===== src/sv/rotary_switch_iir_hysteresis_debounce_macros.svh =====
// Assertion macros for the rotary switch debouncer.
// Each check is compiled away when SYNTHESIS is defined.
`ifndef ROTARY_SWITCH_IIR_HYSTERESIS_DEBOUNCE_MACROS_SVH
`define ROTARY_SWITCH_IIR_HYSTERESIS_DEBOUNCE_MACROS_SVH

`ifndef SYNTHESIS

// Same-cycle implication under reset.
`define RSD_ASSERT_NOW(label, clk, rst, ante, cons) \
   label: assert property (@(posedge clk) disable iff (rst) (ante) |-> (cons)) \
      else $error("assertion failed");

// Next-cycle implication under reset.
`define RSD_ASSERT_NEXT(label, clk, rst, ante, cons) \
   label: assert property (@(posedge clk) disable iff (rst) (ante) |=> (cons)) \
      else $error("assertion failed");

`else

`define RSD_ASSERT_NOW(label, clk, rst, ante, cons)
`define RSD_ASSERT_NEXT(label, clk, rst, ante, cons)

`endif

`endif


===== src/sv/rsd_pkg.sv =====
`timescale 1ns / 1ps
package rsd_pkg;

   // Fixed switch count: each switch has its own named field
   localparam int NUM_SWITCHES = 3;
   localparam int LINES_PER_SWITCH_DEFAULT = 4;
   localparam int LEVEL_BITS_DEFAULT = 16;

   // Configuration registers are Q0.16
   localparam int CFG_BITS = 16;
   localparam int CSR_INDEX_BITS = 2;

   localparam logic [CFG_BITS-1:0] WEIGHT_RESET      = 16'd43254;
   localparam logic [CFG_BITS-1:0] THRESH_HIGH_RESET = 16'd45875;
   localparam logic [CFG_BITS-1:0] THRESH_LOW_RESET  = 16'd19661;

   typedef enum logic [CSR_INDEX_BITS-1:0] {
      CSR_WEIGHT      = 2'd0,
      CSR_THRESH_HIGH = 2'd1,
      CSR_THRESH_LOW  = 2'd2
   } csr_index_type;

   typedef struct packed {
      logic [CFG_BITS-1:0] weight;
      logic [CFG_BITS-1:0] thresh_high;
      logic [CFG_BITS-1:0] thresh_low;
   } cfg_type;

endpackage


===== src/sv/rsd_if.sv =====


// Register write channel
interface rsd_csr_if;
   logic                                valid;
   logic                                ready;
   logic [rsd_pkg::CSR_INDEX_BITS-1:0]  index;
   logic [rsd_pkg::CFG_BITS-1:0]        data;

   modport source (output valid, index, data, input ready);
   modport sink   (input valid, index, data, output ready);
endinterface


===== src/sv/rsd_csr.sv =====
`timescale 1ns / 1ps
module rsd_csr
   import rsd_pkg::*;
(
   input  logic      clock,
   input  logic      reset,
   rsd_csr_if.sink   csr_chan,
   output cfg_type   cfg
);

   cfg_type cfg_ff;
   cfg_type cfg_in;

   assign csr_chan.ready = 1'b1;
   assign cfg = cfg_ff;

   // Decode the write; drop writes past the last register
   always_comb begin
      cfg_in = cfg_ff;
      if (csr_chan.valid) begin
         case (csr_index_type'(csr_chan.index))
            CSR_WEIGHT:      cfg_in.weight      = csr_chan.data;
            CSR_THRESH_HIGH: cfg_in.thresh_high = csr_chan.data;
            CSR_THRESH_LOW:  cfg_in.thresh_low  = csr_chan.data;
            default:         cfg_in = cfg_ff;
         endcase
      end
   end

   always_ff @(posedge clock) begin
      if (reset) begin
         cfg_ff.weight      <= WEIGHT_RESET;
         cfg_ff.thresh_high <= THRESH_HIGH_RESET;
         cfg_ff.thresh_low  <= THRESH_LOW_RESET;
      end else begin
         cfg_ff <= cfg_in;
      end
   end

endmodule


===== src/flat_wrapper.sv =====
// flat-port wrapper written by rule: the top's interface ports become plain ports
module rsd_csr_flat import rsd_pkg::*;
  (clock, reset, cfg, csr_chan_valid, csr_chan_index, csr_chan_data, csr_chan_ready);
  rsd_csr_if csr_chan_i ();
  input  logic clock;
  input  logic reset;
  output cfg_type cfg;
  input wire logic [$bits(csr_chan_i.valid)-1:0] csr_chan_valid;
  input wire logic [$bits(csr_chan_i.index)-1:0] csr_chan_index;
  input wire logic [$bits(csr_chan_i.data)-1:0] csr_chan_data;
  output wire logic [$bits(csr_chan_i.ready)-1:0] csr_chan_ready;
  assign csr_chan_i.valid = csr_chan_valid;
  assign csr_chan_i.index = csr_chan_index;
  assign csr_chan_i.data = csr_chan_data;
  assign csr_chan_ready = csr_chan_i.ready;
  rsd_csr u_core (.clock(clock), .reset(reset), .csr_chan(csr_chan_i), .cfg(cfg));
endmodule

===== config.mk =====
export PLATFORM = sky130hd
export DESIGN_NAME = rsd_csr_flat
export DESIGN_NICKNAME = d
export VERILOG_FILES = /design/src/sv/rotary_switch_iir_hysteresis_debounce_macros.svh /design/src/sv/rsd_pkg.sv /design/src/sv/rsd_if.sv /design/src/sv/rsd_csr.sv /design/src/flat_wrapper.sv
export SDC_FILE = /design/constraint.sdc
export NUM_CORES = 1
export LEC_CHECK = 0
export BUFFER_PORTS_ARGS = -buffer_cell sky130_fd_sc_hd__buf_2
export CAP_MARGIN = 10
export CORE_MARGIN = 4
export CORE_UTILIZATION = 50
export CTS_CLUSTER_SIZE = 40
export DETAILED_ROUTE_END_ITERATION = 7
export MAX_ROUTING_LAYER = met4
export PLACE_DENSITY = 0.87
export SETUP_SLACK_MARGIN = 0.05
export SLEW_MARGIN = 20
export SYNTH_ARGS = -nofsm -noshare
export SYNTH_HDL_FRONTEND = slang
export SYNTH_SLANG_ARGS = --single-unit

===== constraint.sdc =====
create_clock -name clock -period 1.4 [get_ports clock]
set_input_delay 0.07 -clock clock [delete_from_list [all_inputs] [get_ports clock]]
set_output_delay 0.07 -clock clock [all_outputs]
set_load 0.05 [all_outputs]

==> impl_metrics.yaml <==
floorplan:
  die-area_um2: 4980
  ios: 70
  initial_core_util: 0.527
  die_w_um: 70.6
  core_um2: 3720
  rows: 22
  die_y_um: 70.6
setup_path:
  cp.required_ps: 1330
  crit_arrival_ps: 920
  endpoint_kind: "output port"
  reg2reg_depth: 2
  startpoint: "u_core.cfg[44]"
  crit_family: "flip-flops"
  path_max_fanout: 2
  crit_cells: 1
  critPathBufInv: 1
  rr_endpoint: "u_core.cfg[45]"
  rrSetupSlack_ps: 760
  endpoint: "cfg[44]"
  crit_type: "reg -> out"
  start_kind: "flop"
  slowest_stage: "dfxtp_1"
  crit_path_max_incr_delay_ps: 360
  r2r_start: "u_core.cfg[45]"
  crit_chain: "buf_2"
layout:
  finalNetCount: 283
  layout-drive-gt1-share: 0.308
  multi_input_area_um2: 933
  final_cell_mix: "buf_2 (68), mux2i_1 (48), dfxtp_1 (48), nor2_1 (42), nand2b_1 (38)"
  largest_register_ffs: 48
  final_area_um2: 2430
  fill_cells: 312
  layout_commonest_cell: "buf_2"
  antenna_cells: 0
  seqCellArea_um2: 961
  area_growth_pct: 24.1
cts:
  ctsHoldBuffers: 0
  clk_latency_ps: 280
  cts_setup_buffers: 0
  cts_resized: 0
  clkTransAtPathRegs_ps: 80
  cts_root_buffer: "clkbuf_8"
  cts.sinks: 48
  clock_tree.buffer_depth: 2
  cts_made_buffers: 5
  cts_tree: "built"
  htree_num_levels: 2
synth:
  syn_avg_cell_area_um2: 9.89
  yosys.area_share.simple: 0.227
  synth_seq_area_share: 0.491
  synth_fa_ha_area_frac: 0
  synth-xor-area-share: 0
  synth_top_family_by_area: "multiplexers"
  synth_area_um2: 1960
  ys_types: 12
  ys_warn_count: 0
  synth_cells: 198
  synth_compound_area_frac: 0
  ys_ff_latch: 48
  synthMuxAreaShare: 0.245
  synth_nets: 219
pwr:
  irDropWorstVdd_mv: 0.759
  power_density_nw_per_um2: 1110
  finalPower_uw: 2700
  cellLeakagePower_uw: 0.00111
grt:
  antenna_found_initial: 0
  gr-total-overflow: 0
  grt_max_degree: 81
  grt_pass1_vias: 1366
  grt_pass1_wl_mm: 6.54
  grt_use_total: 0.168
routing:
  viasPerCell: 4.82
  ant_nets: 0
  dr.first_iter.drc_count: 76
  vias: 1500
  wire_per_inst_um: 12.8
  drc: 0
  drt_pass1_iterations: 4
  routed_wl_mm: 3.99
sta:
  period_share: 0.704
  setup_viol: 0
  drv_slew: 0
  skew_ps: 0
  finalSetupTns_ps: 0
  fin_crit_ps: 986
  rsz0062_at_grt: "false"
  fmax_ghz: 1.01
  final_hold_viol_count: 0
hold_path:
  hp-class: "in -> reg"
  worstHoldStart: "csr_chan_data[11]"
status:
  status: "finished, final reports clean"
place:
  gp_congestion: 0.746
  dp_hpwl_mm: 2.94
  place_area_um2: 2340
  portBuffers: 68
job:
  cap_violations: 0
[cell families (layout without fill, tap and decap cells)]
kind of cell / after synthesis / after routing
simple gates: 86 / 86
other cells: 1 / 1
buf+inv: 15 / 80
flops: 48 / 48
mux: 48 / 48
[layer usage]
layer,track usage,vias to the layer above,wire length [um]
met1,0.230,690,1830
li1,-,763,-
met2,0.243,43,1820
met4,0.0501,0,44
met5,-,-,0
met3,0.0469,4,291
[Yosys cell counts, drive strengths merged]
master / count / area share
buf: 6 / 0.018
clkbuf: 9 / 0.017
or3b: 1 / 0.0045
mux2i: 48 / 0.25
and3b: 2 / 0.0089
conb: 1 / 0.0019
nand3b: 2 / 0.0077
dfxtp: 48 / 0.49
nor3b: 1 / 0.0038
nor2: 42 / 0.081
nand2b: 38 / 0.12
[where the power goes]
| group | switching [uW] | leakage [uW] | total, uW | internal (uW) |
|---|---|---|---|---|
| clock network | 424 | 0.0000510 | 818 | 394 |
| logic | 306 | 0.000666 | 443 | 137 |
| registers | 23.4 | 0.000391 | 1440 | 1410 |
| total | 754 | 0.00111 | 2700 | 1940 |
[worst min-delay path by stage]
stage	end	slack, ps	cells after the start
after floorplan	u_core.cfg[15]	230	2
after global placement	u_core.cfg[3]	340	3
after detailed placement	u_core.cfg[3]	360	3
after CTS	u_core.cfg[27]	40	3
after global routing	u_core.cfg[32]	40	3
final	u_core.cfg[27]	50	3
[tightest hold or removal path: stages]
cell and delay [ps]:
buf_2 110, nand2b_1 60, mux2i_1 60
[metrics by stage]
stage                     std cells  worst slack [ps]  hold slack [ps]  utilization
final                           311               414             45.4        0.654
after global routing            311               360             43.5        0.654
after CTS                       311               404             39.2        0.654
after detailed placement        303               347              362        0.629
after global placement          303               377              342        0.629
after floorplan                 198               509              225            -
[area by class of cell]
cell class | instances | share of cell area
Tap cell | 48 | 0.0247
Timing Repair Buffer | 72 | 0.158
Clock inverter | 2 | 0.00412
Multi-Input combinational cell | 135 | 0.384
Clock buffer | 6 | 0.0340
Sequential cell | 48 | 0.395
Note: power is estimated with default switching activity, not from simulation.
